===== config.mk =====
export PLATFORM = sky130hd
export DESIGN_NAME = debounced_passage_countdown_flat
export DESIGN_NICKNAME = d
export VERILOG_FILES = /design/src/hdl/dpc_pkg.sv /design/src/hdl/dpc_ifs.sv /design/src/hdl/dpc_cfg.sv /design/src/hdl/dpc_engine.sv /design/src/hdl/debounced_passage_countdown.sv /design/src/flat_wrapper.sv
export SDC_FILE = /design/constraint.sdc
export NUM_CORES = 1
export LEC_CHECK = 0
export BUFFER_PORTS_ARGS = -buffer_cell sky130_fd_sc_hd__buf_2
export CELL_PAD_IN_SITES_DETAIL_PLACEMENT = 0
export CELL_PAD_IN_SITES_GLOBAL_PLACEMENT = 2
export CORE_MARGIN = 10
export CORE_UTILIZATION = 35
export DETAILED_ROUTE_END_ITERATION = 16
export PLACE_DENSITY_LB_ADDON = 0.1
export REMOVE_ABC_BUFFERS = 1
export SYNTH_ARGS = -nofsm -noshare
export SYNTH_HDL_FRONTEND = slang
export SYNTH_HIERARCHICAL = 1
export SYNTH_SLANG_ARGS = --single-unit

===== constraint.sdc =====
create_clock -name clk -period 11.2 [get_ports clk]
set_input_delay 1.68 -clock clk [delete_from_list [all_inputs] [get_ports clk]]
set_output_delay 1.68 -clock clk [all_outputs]
set_load 0.02 [all_outputs]

===== src/hdl/dpc_pkg.sv =====
// ----------------------------------------------------------------------------
// dpc_pkg
// Shared types, widths and codes for the debounced passage countdown.
// ----------------------------------------------------------------------------
package dpc_pkg;

  // Width of the passage counter
  localparam int CNT_W = 16;

  // Field widths
  localparam int TS_W   = 32;
  localparam int REM_W  = 16;
  localparam int DEB_W  = 16;
  localparam int INIT_W = 16;
  localparam int EV_W   = 2;

  // Configuration port
  localparam int CFG_AW = 2;
  localparam int CFG_DW = 32;

  localparam logic [CFG_AW-1:0] REG_INIT_COUNT    = 2'd0;
  localparam logic [CFG_AW-1:0] REG_DEBOUNCE_TIME = 2'd1;
  localparam logic [CFG_AW-1:0] REG_PRES_LIMIT    = 2'd2;

  // Reset values of the configuration registers
  localparam logic [INIT_W-1:0] INIT_COUNT_RST = 16'd0;
  localparam logic [DEB_W-1:0]  DEBOUNCE_RST   = 16'd50;
  localparam logic [TS_W-1:0]   PRES_LIMIT_RST = 32'd5000;

  // Operation codes
  localparam logic OP_SAMPLE = 1'b0;
  localparam logic OP_START  = 1'b1;

  // Event codes
  localparam logic [EV_W-1:0] EV_NONE    = 2'd0;
  localparam logic [EV_W-1:0] EV_MOTION  = 2'd1;
  localparam logic [EV_W-1:0] EV_PASSAGE = 2'd2;
  localparam logic [EV_W-1:0] EV_TIMEOUT = 2'd3;

  typedef struct packed {
    logic [INIT_W-1:0] initial_count;
    logic [DEB_W-1:0]  debounce_time;
    logic [TS_W-1:0]   presence_limit;
  } cfg_t;

  typedef struct packed {
    logic            op;
    logic [TS_W-1:0] now_ms;
    logic            pir_level;
  } item_t;

  typedef struct packed {
    logic [REM_W-1:0] remaining;
    logic             gate_open;
    logic             running;
    logic [EV_W-1:0]  event_res;
    logic             finished;
  } result_t;

  typedef struct packed {
    logic             active;
    logic             stable_level;
    logic             presence_seen;
    logic [CNT_W-1:0] count_left;
    logic [TS_W-1:0]  last_change_time;
    logic [TS_W-1:0]  presence_start_time;
    logic             gate_state;
  } state_t;

endpackage


===== src/hdl/dpc_ifs.sv =====
// ----------------------------------------------------------------------------
// dpc_ifs
// Valid/ready channels for input items and result items.
// ----------------------------------------------------------------------------
interface dpc_in_if;
  logic        valid;
  logic        ready;
  logic        op;
  logic [31:0] now_ms;
  logic        pir_level;

  modport source (output valid, output op, output now_ms, output pir_level, input ready);
  modport sink   (input valid, input op, input now_ms, input pir_level, output ready);
endinterface

interface dpc_out_if;
  logic        valid;
  logic        ready;
  logic [15:0] remaining;
  logic        gate_open;
  logic        running;
  logic [1:0]  event_res;
  logic        finished;

  modport source (output valid, output remaining, output gate_open, output running,
                  output event_res, output finished, input ready);
  modport sink   (input valid, input remaining, input gate_open, input running,
                  input event_res, input finished, output ready);
endinterface


===== src/hdl/dpc_cfg.sv =====
// ----------------------------------------------------------------------------
// dpc_cfg
// Configuration register bank written through a plain write port.
// ----------------------------------------------------------------------------
module dpc_cfg (
  input  logic                         clk,
  input  logic                         rst_n,
  input  logic                         cfg_we,
  input  logic [dpc_pkg::CFG_AW-1:0]   cfg_addr,
  input  logic [dpc_pkg::CFG_DW-1:0]   cfg_wdata,
  output dpc_pkg::cfg_t                cfg
);
  import dpc_pkg::*;

  cfg_t cfg_r;
  cfg_t cfg_nxt;

  // Decode the write index
  always_comb begin
    cfg_nxt = cfg_r;
    if (cfg_we) begin
      case (cfg_addr)
        REG_INIT_COUNT:    cfg_nxt.initial_count  = cfg_wdata[INIT_W-1:0];
        REG_DEBOUNCE_TIME: cfg_nxt.debounce_time  = cfg_wdata[DEB_W-1:0];
        REG_PRES_LIMIT:    cfg_nxt.presence_limit = cfg_wdata[TS_W-1:0];
        default:           cfg_nxt = cfg_r;
      endcase
    end
  end

  always_ff @(posedge clk) begin
    if (!rst_n) begin
      cfg_r.initial_count  <= INIT_COUNT_RST;
      cfg_r.debounce_time  <= DEBOUNCE_RST;
      cfg_r.presence_limit <= PRES_LIMIT_RST;
    end else begin
      cfg_r <= cfg_nxt;
    end
  end

  assign cfg = cfg_r;

endmodule


===== src/hdl/dpc_engine.sv =====
// ----------------------------------------------------------------------------
// dpc_engine
// Debounce, presence tracking and passage countdown for one item per cycle while step_en is high.
// ----------------------------------------------------------------------------
module dpc_engine (
  input  logic              clk,
  input  logic              rst_n,
  input  logic              step_en,
  input  dpc_pkg::item_t    item,
  input  dpc_pkg::cfg_t     cfg,
  output dpc_pkg::result_t  res
);
  import dpc_pkg::*;

  state_t           st_r;
  state_t           st_nxt;
  logic [TS_W-1:0]  chg_diff;
  logic [TS_W-1:0]  pres_diff;
  logic             take;
  logic [EV_W-1:0]  ev;
  logic             fin;
  logic [31:0]      cnt_wide;

  // Compute next state and result for the current item
  always_comb begin
    st_nxt    = st_r;
    ev        = EV_NONE;
    fin       = 1'b0;
    take      = 1'b0;
    chg_diff  = item.now_ms - st_r.last_change_time;
    pres_diff = '0;
    if (item.op == OP_START) begin
      st_nxt.count_left = CNT_W'(cfg.initial_count);
      st_nxt.active     = 1'b1;
    end else if (st_r.active) begin
      // Accept a debounced level change
      if ((item.pir_level != st_r.stable_level) &&
          (chg_diff >= TS_W'(cfg.debounce_time))) begin
        st_nxt.last_change_time = item.now_ms;
        st_nxt.stable_level     = item.pir_level;
        if (item.pir_level) begin
          st_nxt.presence_seen       = 1'b1;
          st_nxt.presence_start_time = item.now_ms;
          ev                         = EV_MOTION;
        end else if (st_r.presence_seen) begin
          st_nxt.presence_seen = 1'b0;
          ev                   = EV_PASSAGE;
          take                 = 1'b1;
        end
      end
      // Timeout on held presence; only reachable when no passage was taken
      pres_diff = item.now_ms - st_nxt.presence_start_time;
      if (st_nxt.presence_seen && (pres_diff >= cfg.presence_limit)) begin
        st_nxt.presence_seen = 1'b0;
        st_nxt.stable_level  = 1'b0;
        ev                   = EV_TIMEOUT;
        take                 = 1'b1;
      end
      // Decrement without wrap, stop at zero
      if (take) begin
        if (st_r.count_left != '0) begin
          st_nxt.count_left = st_r.count_left - CNT_W'(1);
        end
        if (st_nxt.count_left == '0) begin
          st_nxt.active = 1'b0;
          fin           = 1'b1;
        end
      end
      st_nxt.gate_state = (st_nxt.count_left != '0);
    end
  end

  // Widen the counter before taking the reported bits
  assign cnt_wide = 32'(st_nxt.count_left);

  always_comb begin
    res.remaining = cnt_wide[REM_W-1:0];
    res.gate_open = st_nxt.gate_state;
    res.running   = st_nxt.active;
    res.event_res = ev;
    res.finished  = fin;
  end

  // Hold state, advance on each processed item
  always_ff @(posedge clk) begin
    if (!rst_n) begin
      st_r <= '0;
    end else if (step_en) begin
      st_r <= st_nxt;
    end
  end

endmodule


===== src/hdl/debounced_passage_countdown.sv =====
// ----------------------------------------------------------------------------
// debounced_passage_countdown
// Motion-sensor passage counter with debounce, presence timeout and gate.
// ----------------------------------------------------------------------------
// Usage:
//   in_if  : valid/ready channel of items (op, now_ms, pir_level). op selects
//            a start command or a timestamped sensor sample.
//   out_if : valid/ready channel with one result per item (remaining,
//            gate_open, running, event_res, finished), in item order.
//   cfg_*  : write port for initial_count, debounce_time, presence_limit;
//            write only while no transaction is in flight.
//   Path: each item passes the input register, then the result register,
//   before its result is valid on out_if.
//   Throughput: one item per cycle while out_if.ready stays high, set by the
//   single state update in the engine.
//   Reset (rst_n low, synchronous) clears counting state and in-flight items
//   and loads the register defaults (0, 50, 5000).
//   When the receiver stalls, the result register holds; the input register
//   can still take a transaction while it is empty, then in_if.ready drops.
// ----------------------------------------------------------------------------
module debounced_passage_countdown (
  input  logic                       clk,
  input  logic                       rst_n,
  dpc_in_if.sink                     in_if,
  dpc_out_if.source                  out_if,
  input  logic                       cfg_we,
  input  logic [dpc_pkg::CFG_AW-1:0] cfg_addr,
  input  logic [dpc_pkg::CFG_DW-1:0] cfg_wdata
);
  import dpc_pkg::*;

  cfg_t    cfg;
  item_t   item_r;
  logic    in_vld_r;
  logic    out_vld_r;
  result_t res;
  result_t res_r;
  logic    adv;
  logic    step_en;

  dpc_cfg u_cfg (
    .clk       (clk),
    .rst_n     (rst_n),
    .cfg_we    (cfg_we),
    .cfg_addr  (cfg_addr),
    .cfg_wdata (cfg_wdata),
    .cfg       (cfg)
  );

  // Result register frees up when empty or being taken
  assign adv     = !out_vld_r || out_if.ready;
  assign step_en = adv && in_vld_r;
  assign in_if.ready = !in_vld_r || adv;

  // Input register
  always_ff @(posedge clk) begin
    if (!rst_n) begin
      in_vld_r <= 1'b0;
    end else if (in_if.ready) begin
      in_vld_r <= in_if.valid;
    end
  end

  always_ff @(posedge clk) begin
    if (in_if.ready && in_if.valid) begin
      item_r.op        <= in_if.op;
      item_r.now_ms    <= in_if.now_ms;
      item_r.pir_level <= in_if.pir_level;
    end
  end

  dpc_engine u_engine (
    .clk     (clk),
    .rst_n   (rst_n),
    .step_en (step_en),
    .item    (item_r),
    .cfg     (cfg),
    .res     (res)
  );

  // Result register
  always_ff @(posedge clk) begin
    if (!rst_n) begin
      out_vld_r <= 1'b0;
    end else if (adv) begin
      out_vld_r <= in_vld_r;
    end
  end

  always_ff @(posedge clk) begin
    if (step_en) begin
      res_r <= res;
    end
  end

  assign out_if.valid     = out_vld_r;
  assign out_if.remaining = res_r.remaining;
  assign out_if.gate_open = res_r.gate_open;
  assign out_if.running   = res_r.running;
  assign out_if.event_res = res_r.event_res;
  assign out_if.finished  = res_r.finished;

endmodule


===== src/flat_wrapper.sv =====
// flat-port wrapper written by rule: the top's interface ports become plain ports
module debounced_passage_countdown_flat import dpc_pkg::*;
  (clk, rst_n, cfg_we, cfg_addr, cfg_wdata, in_if_valid, in_if_op, in_if_now_ms, in_if_pir_level, in_if_ready, out_if_valid, out_if_remaining, out_if_gate_open, out_if_running, out_if_event_res, out_if_finished, out_if_ready);
  dpc_in_if in_if_i ();
  dpc_out_if out_if_i ();
  input  logic clk;
  input  logic rst_n;
  input  logic cfg_we;
  input  logic [dpc_pkg::CFG_AW-1:0] cfg_addr;
  input  logic [dpc_pkg::CFG_DW-1:0] cfg_wdata;
  input wire logic [$bits(in_if_i.valid)-1:0] in_if_valid;
  input wire logic [$bits(in_if_i.op)-1:0] in_if_op;
  input wire logic [$bits(in_if_i.now_ms)-1:0] in_if_now_ms;
  input wire logic [$bits(in_if_i.pir_level)-1:0] in_if_pir_level;
  output wire logic [$bits(in_if_i.ready)-1:0] in_if_ready;
  output wire logic [$bits(out_if_i.valid)-1:0] out_if_valid;
  output wire logic [$bits(out_if_i.remaining)-1:0] out_if_remaining;
  output wire logic [$bits(out_if_i.gate_open)-1:0] out_if_gate_open;
  output wire logic [$bits(out_if_i.running)-1:0] out_if_running;
  output wire logic [$bits(out_if_i.event_res)-1:0] out_if_event_res;
  output wire logic [$bits(out_if_i.finished)-1:0] out_if_finished;
  input wire logic [$bits(out_if_i.ready)-1:0] out_if_ready;
  assign in_if_i.valid = in_if_valid;
  assign in_if_i.op = in_if_op;
  assign in_if_i.now_ms = in_if_now_ms;
  assign in_if_i.pir_level = in_if_pir_level;
  assign in_if_ready = in_if_i.ready;
  assign out_if_valid = out_if_i.valid;
  assign out_if_remaining = out_if_i.remaining;
  assign out_if_gate_open = out_if_i.gate_open;
  assign out_if_running = out_if_i.running;
  assign out_if_event_res = out_if_i.event_res;
  assign out_if_finished = out_if_i.finished;
  assign out_if_i.ready = out_if_ready;
  debounced_passage_countdown u_core (.clk(clk), .rst_n(rst_n), .in_if(in_if_i), .out_if(out_if_i), .cfg_we(cfg_we), .cfg_addr(cfg_addr), .cfg_wdata(cfg_wdata));
endmodule

==> metrics.md <==
| Metric | Value |
|---|---|
| WHS | `0.459 ns` |
| GPL Wtd Cong | `0.869` |
| Post-synth EDFFs | `55` |
| RSZ-0062 raised after global routing | `false` |
| Total CTS buffers | `27` |
| Yosys reg bits | `205` |
| Crit Path Max Fanout | `12` |
| Internal power | `1.46 mW` |
| Die height | `217 um` |
| Slew Viols, Final | `0` |
| GR Util met1 | `0.258` |
| Post-route ant nets | `0` |
| Worst hold path type | `reg2reg` |
| Routed vias/inst | `5.22` |
| Num rows | `72` |
| Vias in the first global route | `11028` |
| Worst Skew | `0.0199 ns` |
| Starting Density | `0.353` |
| Iter 0 DRT Violations | `725` |
| FF-to-FF path depth | `48` |
| Power Density | `137 nW/um2` |
| Setup tns final | `0 ns` |
| Sequential element share of the synthesized area | `0.343` |
| Run status | `finished, final reports clean` |
| Routed len/inst | `19.9 um` |
| Worst hold stages | `2` |
| Fin area | `15400 um2` |
| Wirelength, routed | `43000 um` |
| Unique cell type count in the Yosys netlist | `90` |
| Worst r2r src | `u_core/item_r[5]$_DFFE_PP_` |
| First-pass GRT wire length | `66500 um` |
| Die Area | `47000 um2` |
| Final period util | `0.932` |
| Final critical-path required period | `10.44 ns` |
| Cells after synthesis | `1566` |
| Combinational fraction of design power | `0.217` |
| Clk_lat worst skew | `0.57 ns` |
| Worst path slowest cell | `edfxtp_1` |
| Crit. End Element | `register` |
| Crit path largest cell delay | `0.45 ns` |
| Initial antenna violation count | `0` |
| Met2 Usage GRT | `0.272` |
| Async S/R FF share, synth | `0` |
| R2r setup slk | `0.76 ns` |
| Post-synthesis area per instance | `8.66 um2` |
| Slew HR | `0.396` |
| Nets@finish | `1812` |
| # clock sinks | `205` |
| Hold Fails Final Rpt | `0` |
| Root buf cell | `clkbuf_16` |
| CP most frequent cell | `a21o_1` |
| DRT Pass-1 Iters | `5` |
| Area growth, synth to finish | `13.4%` |
| Slew of the pin with the lowest slew margin | `0.906 ns` |
| Clk pwr share | `0.400` |
| TritonCTS clock tree | `done` |
| # diodes | `0` |
| Die width | `217 um` |
| Sw Share | `0.307` |
| Syn. warnings | `6` |
| Largest net degree at the start of global routing | `71` |
| Worst setup startpoint | `u_core/item_r[5]$_DFFE_PP_` |
| Min-delay src | `u_core/u_cfg/cfg[25]$_SDFFE_PN0P_` |
| CP Data Arrival Time | `10.75 ns` |
| HPWL Detailed | `32700 um` |
| Reg2reg end | `u_core/out_if.gate_open$_DFFE_PP_` |
| Maximum VDD drop | `0.111 mV` |
| PortBufs | `95` |
| Commonest non-fill, non-tap cells in the layout | `nand2_1 (190), dfxtp_1 (150), nor2_1 (126), inv_1 (115), mux2i_1 (113)` |
| Setup Viol. Count Final | `0` |
| Ys flop type | `dfxtp_1` |
| Layout cell share with drive strength beyond 1 | `0.122` |
| PnR Total Power | `2.11 mW` |
| Worst EP required | `11.51 ns` |
| GR Overflow Total | `0` |
| Ports | `96` |
| Fmax | `95.8 MHz` |
| Static leakage | `6.29 nW` |
| Cell area after synthesis | `13600 um2` |
| NetSw | `0.649 mW` |
| Top Usage Layer GRT | `met2` |
| Core area | `38500 um2` |
| All-Layer GR Usage | `0.177` |
| Worst Setup Start Kind | `register` |
| Met3 usage in global routing | `0.0221` |
| Hold-critical path endpoint | `u_core/u_cfg/cfg[25]$_SDFFE_PN0P_` |
| DRC viols | `0` |
| DP Area | `14400 um2` |
| Hold_buf cts | `0` |
| Htree depth | `1` |
| Commonest non-fill, non-tap cell in the layout | `nand2_1` |
| Vias | `11299` |
| CTS Buffer Depth | `3` |
| Max Cap Viol | `0` |
| Critical path class | `reg2reg` |
| Reg power frac | `0.383` |
| Clock transition at the registers of the reported paths | `0.06 ns` |
==> synth_stat cells, types with 8 or more instances <==
cell | number | area [um2]
nand2_1 | 190 | 713
dfxtp_1 | 150 | 3000
nor2_1 | 127 | 477
inv_1 | 116 | 435
mux2i_1 | 116 | 1160
ha_1 | 112 | 1400
a21oi_1 | 86 | 430
o21ai_0 | 57 | 285
clkbuf_1 | 55 | 206
edfxtp_1 | 55 | 1650
xnor2_1 | 44 | 385
nand3_1 | 40 | 200
a211oi_1 | 35 | 263
a21o_1 | 33 | 248
nor3_1 | 27 | 135
nand4_1 | 24 | 150
xor2_1 | 22 | 193
buf_2 | 16 | 80.1
o211ai_1 | 15 | 113
nand2b_1 | 14 | 87.6
o221ai_1 | 14 | 123
o21a_1 | 13 | 97.6
and2_1 | 12 | 75.1
nand4b_1 | 11 | 96.3
nor2b_1 | 11 | 68.8
o21bai_1 | 11 | 82.6
a31oi_1 | 10 | 62.6
and3_1 | 10 | 62.6
or3_1 | 9 | 56.3
o2111ai_1 | 8 | 70.1
==> stage by stage <==
step / worst slack (ns) / util / std cells
after floorplan: -0.464 / - / 1481
after global placement: 0.375 / 0.375 / 2111
after detailed placement: 0.209 / 0.375 / 2111
after CTS: 0.143 / 0.398 / 2161
after global routing: 0.00786 / 0.400 / 2164
final: 0.758 / 0.400 / 2164
==> power by group through the flow <==
stage / Combinational [mW] / Sequential, mW / Clock, mW
floorplan: 0.310 / 0.821 / 0
global placement: 0.456 / 0.826 / 0
detailed placement: 0.454 / 0.826 / 0
CTS: 0.457 / 0.810 / 0.877
global route: 0.516 / 0.812 / 0.904
finish: 0.459 / 0.809 / 0.845
==> registers in the layout, indices dropped and copies added, names as in the netlist <==
register and cells:
u_core/u_engine/st_r 84, u_core/u_cfg/cfg 64, u_core/item_r 34, u_core/out_if.remaining 16, u_core/out_if.event_res 2, u_core/in_vld_r 1, u_core/out_if.finished 1, u_core/out_if.gate_open 1
u_core/out_if.running 1, u_core/out_if.valid 1
==> cells by family (layout without fill, tap and decap cells) <==
kind of cell	Yosys count	count (layout)	share of synthesized area
buffers and inverters	201	281	0.0630
muxes	117	117	0.0864
and+or+nand+nor	518	518	0.186
adders and majority gates	114	114	0.106
xor gates and xnor gates	66	66	0.0426
DFF	205	205	0.343
AOI/OAI and AO/OA	345	345	0.173
==> per-layer routing <==
metal  vias to the layer above  share of wire
met1                      5305           0.51
li1                       5723              -
met3                        44          0.033
met4                         0          0.024
met2                       227           0.44
met5                         -              0
==> worst max-delay path, delay by kind of cell, from the launching register on <==
family	cells	cell delay, ns
AO/OA/AOI/OAI	21	4.58
buffers and inverters	2	0.48
AND/OR/NAND/NOR	18	2.94
multiplexers	1	0.29
adder cells (fa/ha/maj)	4	1.20
XOR/XNOR	2	0.26
flip-flops	1	0.45
==> area by class of cell <==
cell class                      count  area [um2]
Inverter                          116         435
Timing Repair Buffer              115         632
Fill cell                        4037       23100
Multi-Input combinational cell   1160        8160
Clock buffer                       36         709
Clock inverter                     14         143
Sequential cell                   205        4650
Tap cell                          518         648
==> worst max-delay path by stage <==
| stage | to | slack, ns | cells after the start |
|---|---|---|---|
| finish | u_core/out_if.gate_open$_DFFE_PP_ | 0.76 | 48 |
| floorplan | u_core/out_if.remaining[5]$_DFFE_PP_ | -0.46 | 50 |
| CTS | u_core/out_if.remaining[5]$_DFFE_PP_ | 0.14 | 47 |
| global placement | u_core/out_if.remaining[5]$_DFFE_PP_ | 0.38 | 47 |
| detailed placement | u_core/out_if.remaining[5]$_DFFE_PP_ | 0.21 | 47 |
| global route | u_core/out_if.gate_open$_DFFE_PP_ | 0.008 | 46 |
==> repair_timing <==
action	4_1_cts	5_1_grt
setup endpoints to repair	0	36
gates resized for setup	0	16
buffers inserted	0	3
No activity file was read; power rests on OpenSTA's default activity.
